`src/rtl/masked_route_table_lookup_assert.svh`:
```
// ----------------------------------------------------------------------------
// masked_route_table_lookup_assert.svh
// Assertion macros for the route table lookup block.
// ----------------------------------------------------------------------------
`ifndef MASKED_ROUTE_TABLE_LOOKUP_ASSERT_SVH
`define MASKED_ROUTE_TABLE_LOOKUP_ASSERT_SVH

`ifndef ASSERT_OFF
// antecedent implies consequent in the same cycle
`define MRTL_ASSERT_IMP(lbl, clk, rst, ante, cons, msg) \
  lbl: assert property (@(posedge clk) disable iff (rst) (ante) |-> (cons)) else $error(msg);
// antecedent implies consequent in the next cycle
`define MRTL_ASSERT_NEXT(lbl, clk, rst, ante, cons, msg) \
  lbl: assert property (@(posedge clk) disable iff (rst) (ante) |=> (cons)) else $error(msg);
`else
`define MRTL_ASSERT_IMP(lbl, clk, rst, ante, cons, msg)
`define MRTL_ASSERT_NEXT(lbl, clk, rst, ante, cons, msg)
`endif

`endif

```
`src/rtl/mrtl_ram.sv`:
```
// ----------------------------------------------------------------------------
// mrtl_ram
// Generic single-port RAM with registered read data.
// ----------------------------------------------------------------------------
`timescale 1ns / 1ps
`default_nettype none

module mrtl_ram #(
  parameter int WIDTH = 32,
  parameter int DEPTH = 64,
  localparam int AW = (DEPTH > 1) ? $clog2(DEPTH) : 1
) (
  input  wire logic             clk,
  input  wire logic             we,
  input  wire logic [AW-1:0]    addr,
  input  wire logic [WIDTH-1:0] wdata,
  output logic      [WIDTH-1:0] rdata
);

  logic [WIDTH-1:0] mem [DEPTH];

  always_ff @(posedge clk) begin
    if (we) begin
      mem[addr] <= wdata;
    end
    rdata <= mem[addr];
  end

endmodule

`default_nettype wire

```
`config.mk`:
```
export PLATFORM = sky130hd
export DESIGN_NAME = mrtl_ram
export DESIGN_NICKNAME = d
export VERILOG_FILES = /design/src/rtl/masked_route_table_lookup_assert.svh /design/src/rtl/mrtl_ram.sv
export SDC_FILE = /design/constraint.sdc
export NUM_CORES = 2
export LEC_CHECK = 0
export BUFFER_PORTS_ARGS = -buffer_cell sky130_fd_sc_hd__buf_2
export CORE_ASPECT_RATIO = 0.5
export CORE_MARGIN = 2
export CORE_UTILIZATION = 55
export CTS_BUF_LIST = sky130_fd_sc_hd__clkbuf_16
export CTS_CLUSTER_SIZE = 12
export DETAILED_ROUTE_END_ITERATION = 16
export HOLD_SLACK_MARGIN = 0.15
export PLACE_DENSITY = 0.71
export SLEW_MARGIN = 20
export SYNTH_ARGS = -nofsm -noshare
export SYNTH_HDL_FRONTEND = slang
export SYNTH_SLANG_ARGS = --single-unit
export TNS_END_PERCENT = 5
```
`constraint.sdc`:
```
create_clock -name clk -period 3.9 [get_ports clk]
set_input_delay 0.39 -clock clk [delete_from_list [all_inputs] [get_ports clk]]
set_output_delay 0.39 -clock clk [all_outputs]
set_load 0.05 [all_outputs]
```
==> qor.csv <==
stage;metric;value;unit
placed_design;hpwl dp;125000;um
clock_tree;clk_lat worst skew;0.81;ns
global_routing;global-route wire length before repair;304000;um
yosys;most instantiated cells after synthesis;edfxtp_1 (2,048), mux2i_1 (259), a22oi_1 (188);
yosys;Netlist Area Pre-Place;78900;um^2
floorplan;core area;143000;um^2
clock_tree;CTS Root Buffer Type;clkbuf_16;
pwr;Leak;29.1;nW
sta;FMAX;0.376;GHz
pwr;Logic pwr share;5.9;%
sta;max_slew headroom;22.7;%
global_routing;largest net degree at the start of global routing;87;
global_routing;gr ovfl total;0;
global_routing;antenna violations before repair;6;
pwr;clock power share;37.9;%
worst_setup_path;startpoint types;register;
sta;fin. max-slew vios;0;
yosys;register area share after synthesis;78.7;%
sta;crit share post-route;68.2;%
pwr;P_sw;9.61;mW
route;TritonRoute pass-1 iters;8;
job;max-cap violation count;0;
yosys;register bit total from synthesis;2080;
clock_tree;CTS max path bufs;3;
pwr;Peak VDD IR;0.359;mV
hold_path;WHS Path Cells;1;
clock_tree;Clk pin slew, worst setup/hold paths;0.06;ns
sta;unrepaired setup endpoints after global routing;false;
layout;Area Overhead vs Synth;12.9;%
yosys;Post-synth top flop;edfxtp_1;
pwr;sequential share of power;56.2;%
sta;# setup viols final;0;
hold_path;worst min path class;input port to register;
status;run status;completed;
worst_setup_path;Setup crit end kind;register;
pwr;sw frac;21.7;%
global_routing;vias in the first global route;43000;
floorplan;Die X;540;um
yosys;top-count cell post-synth;edfxtp_1;
yosys;top cell type's share of synthesized area;77.9;%
route;via density per instance;6.82;
clock_tree;Post-CTS Resized;0;
yosys;top post-synthesis cells by area;edfxtp_1 (78%), mux2i_1 (3.3%), mux4_2 (2.7%), mux2_2 (2.1%), a221oi_1 (1.9%);
sta;Worst Setup Slack, final;1.24;ns
yosys;number of flops mapped to enable cells by yosys;2048;
sta;measured slew at the worst slew-check pin;1.16;ns
hold_path;Hold EP;mem[49][31];
yosys;Syn Inst Count;4239;
sta;Hold Fails Final Rpt;0;
yosys;post-synth top area cell;edfxtp_1;
yosys;syn nets;4279;
route;vias;44300;
pwr;Tot Pwr;44.2;mW
layout;FILL cells;9551;
clock_tree;cts bufs inserted;192;
worst_setup_path;Reg2Reg Capture Point;rdata[27];
floorplan;Starting Density;55.3;%
pwr;cell area power density;496;nW/um^2
route;post-route ant nets;0;
placed_design;GP Congestion;0.881;
yosys;synth unique cells;56;
floorplan;DIE HEIGHT;272;um
layout;layout cells sized above 1;18.7;%
clock_tree;CTS tree;built;
floorplan;die area;147000;um^2
hold_path;HP Start;wdata[31];
placed_design;Place WS;0.497;ns
clock_tree;CTS Sinks;2080;
worst_setup_path;Crit Path Category;register to register;
yosys;syn avg cell area;18.6;um^2
worst_setup_path;Arrival @ worst endpoint;3.33;ns
worst_setup_path;R2R setup slack;1.24;ns
worst_setup_path;Worst Path Max Fanout;1;
pwr;Int Power;34.6;mW
sta;Worst Skew;0.0229;ns
route;DR DRC count;0;
yosys;async set-reset flop share out of synthesis;0;%
worst_setup_path;critical path data required time;4.57;ns
worst_setup_path;r2r worst-path depth;5;
global_routing;GR Util All Layers;28.7;%
route;Routed WL;212000;um
sta;Fin Hold WS;0.136;ns
layout;final net count;4513;
route;First DRT Iteration DRCs;6622;
clock_tree;htree depth;4;
route;WL/cell;32.6;um
placed_design;Port Buffers;71;
worst_setup_path;Crit Reg-Reg Startpoint;mem[21][27];
yosys;Syn. warnings;0;
floorplan;num rows;98;
sta;setup_tns;0;ns
floorplan;IO Pins;72;
sta;min cycle time layout;2.66;ns
## metrics by stage
stage          instances  cell area (um^2)  utilization (%)
6_report            6491             89100             62.5
5_1_grt             6489             89100             62.5
4_1_cts             6488             89000             62.4
3_5_place_dp        6164             83500             58.5
3_3_place_gp        6163             83400             58.5
2_1_floorplan       4239             78900                -
## power groups by stage
stage	clock network (mW)	logic [mW]	registers [mW]
6_report	16.8	2.60	24.9
5_1_grt	17.8	2.71	24.9
4_1_cts	16.9	2.56	24.9
3_5_place_dp	0	2.54	25.3
3_3_place_gp	0	2.48	25.3
2_1_floorplan	0	1.18	25.5
## per-layer routing
metal | vias up | part of all wire (%) | wire length, um | GRT usage (%)
met5 | - | 0.014 | 29 | 0
met4 | 4 | 4.1 | 8710 | 11.9
met3 | 415 | 12 | 26000 | 5.22
met2 | 3038 | 45 | 95500 | 43.1
met1 | 22700 | 39 | 81500 | 41.9
li1 | 18100 | - | - | -
## what timing repair did
item / in CTS / in global routing
setup buffers: 0 / 0
hold buffers: 14 / 0
hold endpoints to repair: 278 / 0
## layout by cell type (no fill, tap or decap), types with 9 or more instances in the layout
cell type,instances
o22ai_1,93
o21ai_0,84
and3_1,85
nand2b_1,15
or4_1,15
dfxtp_1,32
nor4_1,14
a211oi_1,17
clkbuf_16,198
o2bb2ai_1,15
edfxtp_1,2048
buf_12,47
a2111oi_0,9
a22oi_1,188
nand3_1,53
a22o_1,66
a222oi_1,16
nor3_1,19
or4b_1,14
o22a_1,70
a31oi_1,43
a221oi_1,175
mux2_2,147
nor2_4,67
mux2i_1,259
dlygate4sd3_1,14
buf_2,55
mux4_2,96
a221o_1,15
nor2_1,77
nand2_1,27
inv_1,105
a21oi_1,121
buf_4,218
## cell families (layout without fill, tap and decap cells)
kind of cell	Yosys count	count (layout)	synth area share, %
compound gates	933	933	8.66
buf+inv	300	650	1.68
flops	2080	2080	78.7
simple gates	424	424	2.81
other cells	0	2	0
mux	502	502	8.12
## registers in the layout (all words and copies together) (netlist names)
signal  count
mem      2048
rdata      32
## area by class of cell
type	instances	area, um^2	share of cell area, %
Timing Repair Buffer	338	3070	3.44
Clock inverter	112	485	0.545
Inverter	2	15.0	0.0169
Antenna cell	2	5.00	0.00562
Clock buffer	198	4950	5.56
Sequential cell	2080	62100	69.7
Tap cell	1900	2380	2.67
Multi-Input combinational cell	1859	16000	18.0
## worst max-delay path, cell delays in order (launching register included)
cell and delay, ns:
edfxtp_1 0.37, mux4_2 0.49, mux2i_1 0.38, nor2_1 0.16
or4b_1 0.61, or4_1 0.54
## worst max-delay path by stage
stage	start	endpoint	slack [ns]	depth (start not counted)
after floorplan	addr[2]	mem[15][0]	0.27	8
after global placement	addr[1]	rdata[11]	0.43	8
after detailed placement	addr[1]	rdata[11]	0.50	8
after CTS	mem[21][27]	rdata[27]	1.24	5
after global routing	addr[0]	rdata[11]	1.17	8
final	mem[21][27]	rdata[27]	1.24	5
No activity file was read; power rests on OpenSTA's default activity.
