<file path="src/rtl/masked_route_table_lookup_assert.svh">
// ----------------------------------------------------------------------------
// masked_route_table_lookup_assert.svh
// Assertion macros for the route table lookup block.
// ----------------------------------------------------------------------------
`ifndef MASKED_ROUTE_TABLE_LOOKUP_ASSERT_SVH
`define MASKED_ROUTE_TABLE_LOOKUP_ASSERT_SVH

`ifndef ASSERT_OFF
// antecedent implies consequent in the same cycle
`define MRTL_ASSERT_IMP(lbl, clk, rst, ante, cons, msg) \
  lbl: assert property (@(posedge clk) disable iff (rst) (ante) |-> (cons)) else $error(msg);
// antecedent implies consequent in the next cycle
`define MRTL_ASSERT_NEXT(lbl, clk, rst, ante, cons, msg) \
  lbl: assert property (@(posedge clk) disable iff (rst) (ante) |=> (cons)) else $error(msg);
`else
`define MRTL_ASSERT_IMP(lbl, clk, rst, ante, cons, msg)
`define MRTL_ASSERT_NEXT(lbl, clk, rst, ante, cons, msg)
`endif

`endif

</file>
<file path="src/rtl/mrtl_pkg.sv">
// ----------------------------------------------------------------------------
// mrtl_pkg
// Shared types and constants of the masked route table lookup.
// ----------------------------------------------------------------------------
`timescale 1ns / 1ps
`default_nettype none

package mrtl_pkg;

  localparam int TABLE_SLOTS = 64;
  localparam int ROUTE_CAPACITY = TABLE_SLOTS - 1;
  localparam int IDX_W = $clog2(TABLE_SLOTS);
  localparam int RAM_AW = (ROUTE_CAPACITY > 1) ? $clog2(ROUTE_CAPACITY) : 1;

  localparam logic [IDX_W-1:0] ROUTE_CAP = IDX_W'(ROUTE_CAPACITY);

  localparam logic OP_ADD    = 1'b0;
  localparam logic OP_LOOKUP = 1'b1;

  localparam logic [1:0] ST_ADDED   = 2'd0;
  localparam logic [1:0] ST_FULL    = 2'd1;
  localparam logic [1:0] ST_MATCHED = 2'd2;
  localparam logic [1:0] ST_DEFAULT = 2'd3;

  typedef struct packed {
    logic [31:0] dest;
    logic [31:0] mask;
    logic [31:0] gateway;
  } route_t;

  typedef struct packed {
    logic              we;
    logic [RAM_AW-1:0] addr;
    route_t            wdata;
  } ram_req_t;

  typedef struct packed {
    logic             busy;
    logic [IDX_W-1:0] fill;
  } ctrl_stat_t;

endpackage

`default_nettype wire

</file>
<file path="src/rtl/mrtl_ctrl.sv">
// ----------------------------------------------------------------------------
// mrtl_ctrl
// Sequencer: stores routes, walks the table for lookups, holds the response.
// ----------------------------------------------------------------------------
`timescale 1ns / 1ps
`default_nettype none

module mrtl_ctrl (
  input  wire logic                 clk,
  input  wire logic                 rst,
  input  wire logic                 req_valid,
  output logic                      req_stall,
  input  wire logic                 operation,
  input  wire logic [31:0]          address,
  input  wire logic [31:0]          gateway_in,
  input  wire logic [31:0]          mask,
  input  wire logic [31:0]          default_gateway,
  output mrtl_pkg::ram_req_t        ram_req,
  input  wire mrtl_pkg::route_t     ram_rdata,
  input  wire logic                 hit,
  output logic [31:0]               key,
  output logic                      rsp_valid,
  input  wire logic                 rsp_stall,
  output logic [31:0]               gateway_out,
  output logic [1:0]                status,
  output mrtl_pkg::ctrl_stat_t      ctrl_stat
);

  import mrtl_pkg::*;

  localparam logic [1:0] S_IDLE = 2'd0;
  localparam logic [1:0] S_SCAN = 2'd1;
  localparam logic [1:0] S_DONE = 2'd2;

  logic [1:0]       state;
  logic [IDX_W-1:0] count;
  logic [IDX_W-1:0] rd_idx;
  logic             rd_pend;
  logic [31:0]      res_gw;
  logic [1:0]       res_status;
  logic             issue;
  logic             rsp_free;
  logic             add_ok;

  assign req_stall = (state != S_IDLE);
  assign issue     = (rd_idx < count);
  assign rsp_free  = !rsp_valid || !rsp_stall;
  assign add_ok    = (count < ROUTE_CAP);

  assign ram_req.we    = (state == S_IDLE) && req_valid && (operation == OP_ADD) && add_ok;
  assign ram_req.addr  = ram_req.we ? RAM_AW'(count) : RAM_AW'(rd_idx);
  assign ram_req.wdata = '{dest: address, mask: mask, gateway: gateway_in};

  assign ctrl_stat.busy = req_stall;
  assign ctrl_stat.fill = count;

  always_ff @(posedge clk) begin
    if (rst) begin
      state     <= S_IDLE;
      count     <= '0;
      rd_idx    <= '0;
      rd_pend   <= 1'b0;
      rsp_valid <= 1'b0;
    end else begin
      if ((state == S_DONE) && rsp_free) begin
        rsp_valid <= 1'b1;
      end else if (rsp_valid && !rsp_stall) begin
        rsp_valid <= 1'b0;
      end
      unique case (state)
        S_IDLE: begin
          if (req_valid) begin
            key     <= address;
            rd_idx  <= '0;
            rd_pend <= 1'b0;
            if (operation == OP_ADD) begin
              res_gw <= 32'd0;
              if (add_ok) begin
                count      <= count + IDX_W'(1);
                res_status <= ST_ADDED;
              end else begin
                res_status <= ST_FULL;
              end
              state <= S_DONE;
            end else if (count == '0) begin
              res_gw     <= default_gateway;
              res_status <= ST_DEFAULT;
              state      <= S_DONE;
            end else begin
              state <= S_SCAN;
            end
          end
        end
        S_SCAN: begin
          rd_pend <= issue;
          if (issue) begin
            rd_idx <= rd_idx + IDX_W'(1);
          end
          if (rd_pend && hit) begin
            res_gw     <= ram_rdata.gateway;
            res_status <= ST_MATCHED;
            state      <= S_DONE;
          end else if (rd_pend && !issue) begin
            res_gw     <= default_gateway;
            res_status <= ST_DEFAULT;
            state      <= S_DONE;
          end
        end
        S_DONE: begin
          if (rsp_free) begin
            gateway_out <= res_gw;
            status      <= res_status;
            state       <= S_IDLE;
          end
        end
        default: begin
          state <= S_IDLE;
        end
      endcase
    end
  end

endmodule

`default_nettype wire

</file>
<file path="config.mk">
export PLATFORM = sky130hd
export DESIGN_NAME = mrtl_ctrl
export DESIGN_NICKNAME = d
export VERILOG_FILES = /design/src/rtl/masked_route_table_lookup_assert.svh /design/src/rtl/mrtl_pkg.sv /design/src/rtl/mrtl_ctrl.sv
export SDC_FILE = /design/constraint.sdc
export NUM_CORES = 1
export LEC_CHECK = 0
export ABC_AREA = 1
export BUFFER_PORTS_ARGS = -buffer_cell sky130_fd_sc_hd__buf_4
export CORE_AREA = 2 2 161 163
export CTS_BUF_LIST = sky130_fd_sc_hd__clkbuf_4
export DETAILED_ROUTE_END_ITERATION = 8
export DIE_AREA = 0 0 163 165
export PLACE_DENSITY = 0.54
export SETUP_SLACK_MARGIN = 0.4
export SKIP_CTS_REPAIR_TIMING = 1
export SLEW_MARGIN = 20
export SYNTH_ARGS = -nofsm -noshare
export SYNTH_HDL_FRONTEND = slang
export SYNTH_SLANG_ARGS = --single-unit
</file>
<file path="constraint.sdc">
create_clock -name clk -period 3 [get_ports clk]
set_input_delay 0.6 -clock clk [delete_from_list [all_inputs] [get_ports clk]]
set_output_delay 0.6 -clock clk [all_outputs]
set_load 0.02 [all_outputs]
</file>
==> summary.txt <==
Synth
  – Syn Nets: 710
  – Yosys top cell area share: 56.0%
  – Post-Syn Area: 0.00537 sq mm
  – YS warnings: 0
  – Mapped Cells: 472
  – Mapped Avg Cell Area: 11.4 sq um
  – Post-synth cell types: 33
  – Ranking of synthesized cells by area: edfxtp_1, buf_4, nand2_1
  – Synth Register Bits: 116
  – Sequential area share after synthesis: 61.9%
  – Biggest area consumer among synthesized cells: edfxtp_1

Critical path
  – Worst setup SP type: register
  – FF-to-FF End: res_gw[25]
  – Worst Setup End Kind: output port
  – Slowest-stage cell, CP: dfxtp_2
  – R2r setup slk: 0.72 ns
  – CP max FO: 6
  – Reg2reg path depth: 11
  – Crit-path max cell delay: 0.36 ns
  – Arr. time, crit path: 1.85 ns
  – Reg2reg start: count[2]
  – Setup CP Type: register to output port
  – Crit-path most repeated cell: buf_4
  – CP cell instances: nand2_1 > clkinv_1 > nand4_1 > buf_4 > nand2_2 > o21ai_1 > buf_4
  – Worst path required time: 2.40 ns

Timing
  – Max Clk Rate: 408 MHz
  – RSZ-0062 raised after global routing: no
  – Setup TNS: 0 ns
  – Final setup viols: 0
  – Final worst setup slack: 0.550 ns
  – Final period util: 81.7%
  – Slew @ Worst Pin: 0.694 ns
  – Clk_skew: 0.0167 ns
  – Worst slew margin: 53.5%
  – Final Max Tran Viols: 0
  – Final hold vios: 0
  – Period minus WS final: 2.45 ns

Floorplan
  – Die H: 165 um
  – Io pins: 408
  – Die W: 163 um
  – Core area: 0.0250 sq mm
  – Num rows: 58
  – Initial Util: 21.4%
  – Total Die Area: 0.0269 sq mm

Placed design
  – DP Worst Slack: 0.726 ns
  – Gpl congestion: 0.736
  – Port buffer count: 215
  – DP HPWL: 9350 um

Global routing
  – Grt met2 use: 16.8%
  – First-pass GRT wire length: 18600 um
  – Busiest layer in global routing: met2
  – Gr ovfl total: 0
  – Met1 Use GR: 9.68%
  – Met3 Use GR: 2.96%
  – Vias in the first global route: 3400
  – Initial antenna violation count: 1
  – Largest net degree at the start of global routing: 35
  – GRT Util Overall: 9.21%

Hold path
  – Worst Hold Class: input pin to register
  – Worst hold start: address[8]
  – Hold depth: 1
  – Hold Path Sink: key[8]

Status
  – Status: finished clean

Routing
  – Wirelength per Cell: 13.6 um
  – Final ANT Viol Nets: 0
  – DR iter-0 viols: 118
  – Router iterations before antenna repair: 4
  – Via count: 3570
  – # DRC: 0
  – Vias per cell: 3.77
  – Total Routed Length: 12900 um

Cells and area
  – Final core utilization: 28.0%
  – Layout Area Growth over Synthesis: 30.6%
  – Fillcell total: 2657
  – Nets: 842
  – Layout cell share with drive strength beyond 1: 45.9%

Clock tree
  – CTS tree: yes
  – CTS buffer count: 17
  – Root Buffer Master: clkbuf_4
  – Max clock buf depth: 2
  – CTS H-tree depth: 4
  – Clock transition at path regs: 0.12 ns
  – Clock sinks: 116
  – Worst-Skew Late Latency: 0.51 ns

Pwr
  – Leakage: 2.97 nW
  – Peak supply drop: 0.223 mV
  – Power Density: 577 mW/mm^2

Run
  – Max_cap viols: 0
cells in the final DEF, fill, tap and decap left out, types with 2 or more instances in the layout:
master	count
clkinv_4	3
nor2_1	17
edfxtp_1	100
dfxtp_2	4
nor3_2	2
inv_4	2
o21ai_0	5
nand2_2	3
buf_4	220
nand2_1	102
inv_1	22
nand2_4	3
a21oi_1	10
a22oi_1	2
o21ai_1	5
nor2_2	2
inv_6	2
nand3_1	44
nor2_4	5
clkbuf_4	17
ha_1	7
a21oi_2	3
clkinvlp_4	2
xor2_1	2
clkinv_2	3
dfxtp_1	11
bufinv_16	4
through the flow:
stage	std cells	area (sq um)	power (mW)	hold slack, ns
6_report	948	7010	4.04	0.262
5_1_grt	948	7010	4.26	0.177
4_1_cts	943	6950	4.12	0.169
3_5_place_dp	911	6610	2.77	0.405
3_3_place_gp	911	6610	2.76	0.400
2_1_floorplan	472	5370	2.56	0.400
registers in the layout, summed over array words and instances (netlist names):
name and flops:
gateway_out 32, key 32, res_gw 32, count 6, rd_idx 6, res_status 2, state 2, status 2
rd_pend 1, rsp_valid 1
metal layers:
| layer | vias up | wire length (um) |
|---|---|---|
| met5 | - | 0 |
| met3 | 14 | 841 |
| met2 | 130 | 6870 |
| met1 | 1662 | 5000 |
| met4 | 0 | 186 |
| li1 | 1764 | - |
synthesized netlist by cell type:
cell type	instances
nand2_2	2
dfxtp_1	16
a21oi_1	10
nor2_8	1
inv_1	22
inv_4	2
nor2_4	4
nand4_1	1
a31oi_1	1
edfxtp_1	100
nor3_2	2
xor2_1	2
o21ai_1	6
and3_1	1
nand3_2	1
buf_6	4
buf_2	7
nand3_1	44
a21oi_2	3
a22oi_1	2
clkbuf_1	1
nand2_1	102
ha_1	8
clkinv_1	1
xnor2_1	1
nor2_1	19
o21a_1	1
inv_2	1
o31ai_1	1
buf_4	97
o21ai_0	5
nor2_2	1
nand2_4	3
where the power goes:
part / total (mW) / switching [mW] / leakage [nW] / internal [mW]
Clock: 1.31 / 0.643 / 0.174 / 0.671
Combinational: 0.724 / 0.435 / 1.73 / 0.289
Sequential: 2.01 / 0.0530 / 1.07 / 1.95
how the worst max path moves through the flow:
stage                        endpoint  depth (start not counted)  startpoint  slack, ns
after floorplan                key[0]                          2         rst       0.44
after global placement    ram_req[97]                          6    count[0]       0.71
after detailed placement  ram_req[97]                          6    count[0]       0.73
after CTS                 ram_req[97]                          6    count[0]       0.07
after global routing      ram_req[98]                          7    count[4]       0.40
final                     ram_req[98]                          7    count[4]       0.55
cells by family after synthesis:
| logic type | Yosys count | share of synthesized area, % |
|---|---|---|
| buf+inv | 135 | 17.0 |
| xor+xnor | 3 | 0.490 |
| flops | 116 | 61.9 |
| simple gates | 181 | 15.6 |
| compound gates | 29 | 3.12 |
| fa+ha+maj | 8 | 1.87 |
worst max-delay path, delay by kind of cell, from the launching register on:
| family | cells | cell delay (ns) |
|---|---|---|
| AO/OA/AOI/OAI | 1 | 0.20 |
| flip-flops | 1 | 0.36 |
| AND/OR/NAND/NOR | 3 | 0.33 |
| buffers and inverters | 3 | 0.43 |
area by class of cell:
cell class                 count  area, sq um  area share [%]
antenna                        1         2.50          0.0357
clock inverter                15          205            2.93
tap                          330          413            5.89
sequential                   116         3330            47.6
clock buffer                  17          128            1.82
timing repair buffer         221         1660            23.7
multi-input combinational    222         1160            16.6
inverter                      26          103            1.46
Note: power is estimated with default switching activity, not from simulation.
