===== config.mk =====
export PLATFORM = sky130hd
export DESIGN_NAME = mrtl_cmp
export DESIGN_NICKNAME = d
export VERILOG_FILES = /design/src/rtl/masked_route_table_lookup_assert.svh /design/src/rtl/mrtl_cmp.sv
export SDC_FILE = /design/constraint.sdc
export NUM_CORES = 1
export LEC_CHECK = 0
export BUFFER_PORTS_ARGS = -buffer_cell sky130_fd_sc_hd__buf_4
export CAP_MARGIN = 10
export CORE_MARGIN = 5
export CORE_UTILIZATION = 22
export DETAILED_ROUTE_END_ITERATION = 7
export GPL_TIMING_DRIVEN = 0
export PLACE_DENSITY = 0.8
export REMOVE_ABC_BUFFERS = 1
export SETUP_SLACK_MARGIN = 0.1
export SYNTH_ARGS = -nofsm -noshare
export SYNTH_HDL_FRONTEND = slang
export SYNTH_SLANG_ARGS = --single-unit
export TNS_END_PERCENT = 30

===== constraint.sdc =====
create_clock -name vclk -period 1.08
set_input_delay 0.216 -clock vclk [all_inputs]
set_output_delay 0.216 -clock vclk [all_outputs]
set_load 0.03 [all_outputs]

===== src/rtl/masked_route_table_lookup_assert.svh =====
// ----------------------------------------------------------------------------
// masked_route_table_lookup_assert.svh
// Assertion macros for the route table lookup block.
// ----------------------------------------------------------------------------
`ifndef MASKED_ROUTE_TABLE_LOOKUP_ASSERT_SVH
`define MASKED_ROUTE_TABLE_LOOKUP_ASSERT_SVH

`ifndef ASSERT_OFF
// antecedent implies consequent in the same cycle
`define MRTL_ASSERT_IMP(lbl, clk, rst, ante, cons, msg) \
  lbl: assert property (@(posedge clk) disable iff (rst) (ante) |-> (cons)) else $error(msg);
// antecedent implies consequent in the next cycle
`define MRTL_ASSERT_NEXT(lbl, clk, rst, ante, cons, msg) \
  lbl: assert property (@(posedge clk) disable iff (rst) (ante) |=> (cons)) else $error(msg);
`else
`define MRTL_ASSERT_IMP(lbl, clk, rst, ante, cons, msg)
`define MRTL_ASSERT_NEXT(lbl, clk, rst, ante, cons, msg)
`endif

`endif


===== src/rtl/mrtl_cmp.sv =====
// ----------------------------------------------------------------------------
// mrtl_cmp
// Shared masked comparator: address against one stored route.
// ----------------------------------------------------------------------------
`timescale 1ns / 1ps
`default_nettype none

module mrtl_cmp (
  input  wire logic [31:0] key,
  input  wire logic [31:0] dest,
  input  wire logic [31:0] mask,
  output logic             hit
);

  assign hit = ((key ^ dest) & mask) == 32'd0;

endmodule

`default_nettype wire


==> run_summary.xml, run 1 <==
<?xml version="1.0" encoding="UTF-8"?>
<metrics>
  <group name="drt">
    <metric name="antenna_left" unit="">0</metric>
    <metric name="avgRoutedWirePerCell" unit="um">13.7</metric>
    <metric name="drcViolationCount" unit="">0</metric>
    <metric name="wirelength" unit="mm">2.42</metric>
    <metric name="avgViaCountPerCell" unit="">4.46</metric>
    <metric name="drt_pass1_iterations" unit="">4</metric>
    <metric name="detailed_router_s_first_iteration_violation_count" unit="">5</metric>
    <metric name="route.vias.total" unit="">789</metric>
  </group>
  <group name="timing">
    <metric name="timing_worst_slew_pin_value" unit="ns">0.211</metric>
    <metric name="final_min_period_over_clock_period" unit="">1.41</metric>
    <metric name="max_freq" unit="MHz">658</metric>
    <metric name="finalSetupViolations" unit="">1</metric>
    <metric name="period_needed" unit="ns">1.52</metric>
    <metric name="finalHoldViolCount" unit="">0</metric>
    <metric name="setup_total_negative_slack" unit="ns">-0.441</metric>
    <metric name="finalMaxSlewViolations" unit="">0</metric>
    <metric name="final.setup.worst_slack" unit="ns">-0.441</metric>
    <metric name="grt_setup_unrepaired" unit="">yes</metric>
    <metric name="max_slew_margin" unit="">0.858</metric>
  </group>
  <group name="power">
    <metric name="max-vdd-ir-drop" unit="V">0.000197</metric>
    <metric name="power.internal" unit="uW">316</metric>
    <metric name="share_of_total_power_in_the_clock_network" unit="">0</metric>
    <metric name="pwr-share-comb" unit="">1.000</metric>
    <metric name="power.sequential.fraction" unit="">0</metric>
    <metric name="power.density" unit="nW/um^2">361</metric>
    <metric name="power.switching" unit="uW">136</metric>
    <metric name="switching_share" unit="">0.300</metric>
    <metric name="leakagePower" unit="nW">0.662</metric>
  </group>
  <group name="placement">
    <metric name="placedCellCount" unit="">177</metric>
    <metric name="placement.io_buffers" unit="">97</metric>
    <metric name="placedInstanceArea" unit="sq um">1200</metric>
    <metric name="dp_hpwl" unit="mm">2.23</metric>
    <metric name="dp_slack" unit="ns">-0.481</metric>
    <metric name="place_congestion" unit="">0.680</metric>
  </group>
  <group name="global_route">
    <metric name="gr-usage-all-layers" unit="">0.134</metric>
    <metric name="globalRouteOverflowTotal" unit="">0</metric>
    <metric name="grt_antenna_before_repair" unit="">0</metric>
    <metric name="grt_max_degree" unit="">2</metric>
    <metric name="global_route_wire_length_before_repair" unit="mm">3.02</metric>
    <metric name="grt_pass1_vias" unit="">780</metric>
  </group>
  <group name="synthesis">
    <metric name="synth_largest_area_cell" unit="">xor2_1</metric>
    <metric name="muxShareOfSynthArea" unit="">0</metric>
    <metric name="post_synth.cell_area_avg" unit="sq um">8.26</metric>
    <metric name="post-synth-top-area-fraction" unit="">0.640</metric>
    <metric name="synth-seq-area-share" unit="">0</metric>
    <metric name="syn-instance-count" unit="">53</metric>
    <metric name="synth_top_family_by_area" unit="">XOR/XNOR gates</metric>
    <metric name="synthesis.area" unit="sq um">438</metric>
    <metric name="synth_compound_area_frac" unit="">0.274</metric>
    <metric name="synth.top_cells.by_area" unit="">xor2_1 (64%), a22oi_1 (27%), nand4_1 (5.7%), nor4_2 (2.9%)</metric>
    <metric name="synth_cell_types" unit="">4</metric>
    <metric name="synth-xor-area-share" unit="">0.640</metric>
    <metric name="synth-simple-area-share" unit="">0.0857</metric>
    <metric name="synthesis.yosys.warnings" unit="">0</metric>
    <metric name="synth-adder-area-share" unit="">0</metric>
  </group>
  <group name="final_layout">
    <metric name="clockBufferCount" unit="">0</metric>
    <metric name="fillCellCount" unit="">190</metric>
    <metric name="area.growth.synth_to_final" unit="%">185</metric>
    <metric name="num-nets-final" unit="">248</metric>
    <metric name="layout.cell_area.non_filler" unit="sq um">1250</metric>
    <metric name="antenna-diode-count" unit="">0</metric>
    <metric name="layout-drive-gt1-share" unit="">0.667</metric>
    <metric name="area.sequential" unit="sq um">0</metric>
    <metric name="final_core_util" unit="">0.650</metric>
    <metric name="design.seq.count" unit="">0</metric>
    <metric name="final-instance-count-excl-fill" unit="">177</metric>
    <metric name="multiInputGateArea" unit="sq um">450</metric>
  </group>
  <group name="run_status">
    <metric name="violations" unit="">setup timing</metric>
    <metric name="outcome" unit="">complete, but fails checks</metric>
  </group>
  <group name="floorplan">
    <metric name="top_level_ports" unit="">97</metric>
    <metric name="dieWidth" unit="um">54.6</metric>
    <metric name="placement_rows" unit="">16</metric>
    <metric name="start_util" unit="">0.228</metric>
    <metric name="die_area" unit="sq um">2980</metric>
    <metric name="die_y" unit="um">54.6</metric>
    <metric name="fp.coreArea" unit="sq um">1920</metric>
  </group>
  <group name="run">
    <metric name="maxCapViolCount" unit="">0</metric>
  </group>
  <group name="critical_path">
    <metric name="start_kind" unit="">input port</metric>
    <metric name="cp.required" unit="ns">0.86</metric>
    <metric name="worst-path-max-fanout" unit="">1</metric>
    <metric name="timing.critical_path.to_type" unit="">output port</metric>
    <metric name="crit_type" unit="">input port to output port</metric>
    <metric name="worstPathArrival" unit="ns">1.30</metric>
  </group>
  <group name="min_path">
    <metric name="worst_hold_path_type" unit="">input port to output port</metric>
  </group>
</metrics>
[Yosys cell counts]
cell type	count
a22oi_1	16
nand4_1	4
nor4_2	1
xor2_1	32
[metrics by stage]
step	power [mW]	hold slack, ns
after floorplan	0.129	0.638
after global placement	0.418	0.869
after detailed placement	0.437	0.876
after CTS	0.446	0.875
after global routing	0.485	0.905
final	0.452	0.860
[final timing paths]
check,from,depth (start not counted),slack (ns),to
hold / removal,mask[19],5,0.86,hit
setup / recovery,dest[28],6,-0.44,hit
[critical path, cell delays in order]
cell and delay, ns:
buf_4 0.11, xor2_1 0.15, a22oi_1 0.20, nand4_1 0.14, nor4_2 0.27, buf_4 0.21
[what timing repair did]
item	4_1_cts	5_1_grt
setup endpoints to repair	1	1
hold buffers	0	0
endpoints found under the hold margin	0	0
resized for setup	7	5
setup buffers	0	0
pin swaps	10	8
[power by group through the flow]
stage,combinational [mW],sequential [mW],clock [mW]
floorplan,0.129,0,0
global placement,0.418,0,0
detailed placement,0.437,0,0
CTS,0.446,0,0
global route,0.485,0,0
finish,0.452,0,0
[layer usage]
layer	part of all wire	wire, um	up-vias	GRT usage
li1	-	-	394	-
met5	0	0	-	0
met2	0.63	1520	48	0.307
met3	0.10	253	0	0.0191
met1	0.27	647	347	0.123
met4	0	0	0	0
[area by class of cell]
cell class | instances | area share
multi-input combinational | 53 | 0.360
tap | 27 | 0.0270
timing repair buffer | 97 | 0.613
[logic make-up after synthesis]
kind of cell	Yosys count
AO/OA/AOI/OAI	16
AND/OR/NAND/NOR	5
XOR/XNOR	32
[cells in the final DEF (no fill, tap or decap)]
master / instances
a22oi_1: 15
a22oi_2: 1
buf_4: 87
buf_6: 10
nand4_1: 4
nor4_2: 1
xor2_1: 31
xor2_2: 1
Note: power is estimated with default switching activity, not from simulation.
==> inputs of run 2 (changes only) <==
Settings changed: ABC_AREA set to 1, CORE_UTILIZATION 22 to 28.
==> run_summary.xml, run 2 <==
<?xml version="1.0" encoding="UTF-8"?>
<metrics>
  <group name="placement">
    <metric name="dp_slack" unit="ns">-0.191</metric>
    <metric name="placement.io_buffers" unit="">97</metric>
    <metric name="placedInstanceArea" unit="sq um">1420</metric>
    <metric name="dp_hpwl" unit="mm">2.44</metric>
    <metric name="placedCellCount" unit="">296</metric>
    <metric name="place_congestion" unit="">0.741</metric>
  </group>
  <group name="critical_path">
    <metric name="worstPathArrival" unit="ns">1.05</metric>
    <metric name="crit_type" unit="">input port to output port</metric>
    <metric name="worst-path-max-fanout" unit="">2</metric>
    <metric name="critical_path_launch_point" unit="">dest[23]</metric>
    <metric name="cp.required" unit="ns">0.86</metric>
    <metric name="critical_path.endpoint" unit="">hit</metric>
    <metric name="start_kind" unit="">input port</metric>
    <metric name="timing.critical_path.to_type" unit="">output port</metric>
  </group>
  <group name="synthesis">
    <metric name="syn-instance-count" unit="">171</metric>
    <metric name="synthesis.yosys.warnings" unit="">0</metric>
    <metric name="post_synth.cell_area_avg" unit="sq um">3.83</metric>
    <metric name="synth.most_common_cell" unit="">nand2_1</metric>
    <metric name="synth_cell_types" unit="">5</metric>
    <metric name="synth_largest_area_cell" unit="">nand2_1</metric>
    <metric name="post-synth-top-area-fraction" unit="">0.447</metric>
    <metric name="synth_common_cells" unit="">nand2_1 (78), nor2_1 (64), inv_1 (20)</metric>
    <metric name="synth-seq-area-share" unit="">0</metric>
    <metric name="synth.top_cells.by_area" unit="">nand2_1 (45%), nor2_1 (37%), inv_1 (11%), nand3_1 (6.1%), nor2_2 (0.96%)</metric>
    <metric name="synthesis.area" unit="sq um">654</metric>
  </group>
  <group name="timing">
    <metric name="finalSetupViolations" unit="">1</metric>
    <metric name="final.setup.worst_slack" unit="ns">-0.184</metric>
    <metric name="timing_worst_slew_pin_value" unit="ns">0.131</metric>
    <metric name="max_freq" unit="MHz">791</metric>
    <metric name="period_needed" unit="ns">1.26</metric>
    <metric name="max_slew_margin" unit="">0.913</metric>
    <metric name="grt_setup_unrepaired" unit="">yes</metric>
    <metric name="hold_ws" unit="ns">0.977</metric>
    <metric name="finalHoldViolCount" unit="">0</metric>
    <metric name="finalMaxSlewViolations" unit="">0</metric>
    <metric name="final_min_period_over_clock_period" unit="">1.17</metric>
    <metric name="setup_total_negative_slack" unit="ns">-0.184</metric>
  </group>
  <group name="final_layout">
    <metric name="final-instance-count-excl-fill" unit="">296</metric>
    <metric name="final_core_util" unit="">0.706</metric>
    <metric name="design.seq.count" unit="">0</metric>
    <metric name="area.sequential" unit="sq um">0</metric>
    <metric name="layout.cell_area.non_filler" unit="sq um">1560</metric>
    <metric name="final_common_cell" unit="">buf_4</metric>
    <metric name="clockBufferCount" unit="">0</metric>
    <metric name="num-nets-final" unit="">366</metric>
    <metric name="area.growth.synth_to_final" unit="%">139</metric>
    <metric name="mostFrequentLayoutCells" unit="">buf_4 (78), nand2_1 (73), nor2_1 (48), buf_6 (19)</metric>
    <metric name="antenna-diode-count" unit="">0</metric>
    <metric name="layout-drive-gt1-share" unit="">0.493</metric>
  </group>
  <group name="global_route">
    <metric name="grt_util_met1" unit="">0.140</metric>
    <metric name="grt_antenna_before_repair" unit="">0</metric>
    <metric name="gr-usage-all-layers" unit="">0.140</metric>
    <metric name="grt-busiest-layer" unit="">met2</metric>
    <metric name="globalRouteOverflowTotal" unit="">0</metric>
    <metric name="grt_util_met3" unit="">0.0614</metric>
    <metric name="global_route_wire_length_before_repair" unit="mm">4.00</metric>
    <metric name="use_met2" unit="">0.279</metric>
    <metric name="grt_pass1_vias" unit="">1100</metric>
    <metric name="grt_max_degree" unit="">3</metric>
  </group>
  <group name="floorplan">
    <metric name="dieWidth" unit="um">58.3</metric>
    <metric name="die_area" unit="sq um">3400</metric>
    <metric name="die_y" unit="um">58.3</metric>
    <metric name="start_util" unit="">0.296</metric>
    <metric name="top_level_ports" unit="">97</metric>
    <metric name="fp.coreArea" unit="sq um">2210</metric>
    <metric name="placement_rows" unit="">17</metric>
  </group>
  <group name="drt">
    <metric name="detailed_router_s_first_iteration_violation_count" unit="">46</metric>
    <metric name="wirelength" unit="mm">2.79</metric>
    <metric name="antenna_left" unit="">0</metric>
    <metric name="drt_pass1_iterations" unit="">4</metric>
    <metric name="drcViolationCount" unit="">0</metric>
    <metric name="route.vias.total" unit="">1267</metric>
    <metric name="avgRoutedWirePerCell" unit="um">9.44</metric>
    <metric name="avgViaCountPerCell" unit="">4.28</metric>
  </group>
  <group name="power">
    <metric name="max-vdd-ir-drop" unit="V">0.000203</metric>
    <metric name="power.density" unit="nW/um^2">342</metric>
    <metric name="leakagePower" unit="nW">0.926</metric>
    <metric name="p_total" unit="uW">535</metric>
  </group>
  <group name="run_status">
    <metric name="outcome" unit="">complete, but fails checks</metric>
    <metric name="violations" unit="">setup timing</metric>
  </group>
  <group name="run">
    <metric name="maxCapViolCount" unit="">0</metric>
  </group>
  <group name="clocking">
    <metric name="cts.repair_timing.setup_buffer_count" unit="">0</metric>
  </group>
  <group name="min_path">
    <metric name="worst_hold_path_type" unit="">input port to output port</metric>
  </group>
</metrics>
[run 2: cell families (layout without fill, tap and decap cells)]
| family | Yosys count | after routing | share of synthesized area |
|---|---|---|---|
| buffers and inverters | 20 | 117 | 0.115 |
| AND/OR/NAND/NOR | 151 | 151 | 0.885 |
[run 2: layout make-up]
cell class | instances | area [sq um]
Multi-Input combinational cell | 151 | 652
Tap cell | 28 | 35.0
Timing Repair Buffer | 97 | 800
Inverter | 20 | 75.1
Fill cell | 224 | 651
[run 2: worst min-delay path by stage]
stage | start | to | slack [ns] | cells after the start
final | mask[8] | hit | 0.98 | 9
after global routing | mask[8] | hit | 1.05 | 9
after CTS | mask[18] | hit | 0.99 | 9
after detailed placement | mask[8] | hit | 0.99 | 9
after global placement | mask[18] | hit | 0.99 | 9
after floorplan | mask[24] | hit | 0.80 | 7
[run 2: critical path, stage by stage]
cell     delay (ns)
buf_4          0.11
nor2_1         0.09
nor2_1         0.06
nor2_1         0.09
nand2_1        0.06
nor2_1         0.09
nand2_1        0.06
nor2_1         0.10
buf_4          0.17
[run 2: power by group]
part	internal, mW	total [mW]	switching [mW]	leakage [nW]
Combinational	0.338	0.535	0.196	0.926
Clock	0	0	0	0
Sequential	0	0	0	0
Total	0.338	0.535	0.196	0.926
[run 2: routing by layer]
layer | share of wire | wire, um | vias to the layer above
met5 | 0 | 0 | -
met4 | 0.0097 | 27 | 0
met2 | 0.48 | 1350 | 71
li1 | - | - | 695
met1 | 0.33 | 913 | 499
met3 | 0.18 | 503 | 2
[run 2: repair_timing]
item,in CTS,in global routing
pin swaps,16,44
hold buffers,0,0
gates resized for setup,8,49
endpoints found under the setup margin,1,1
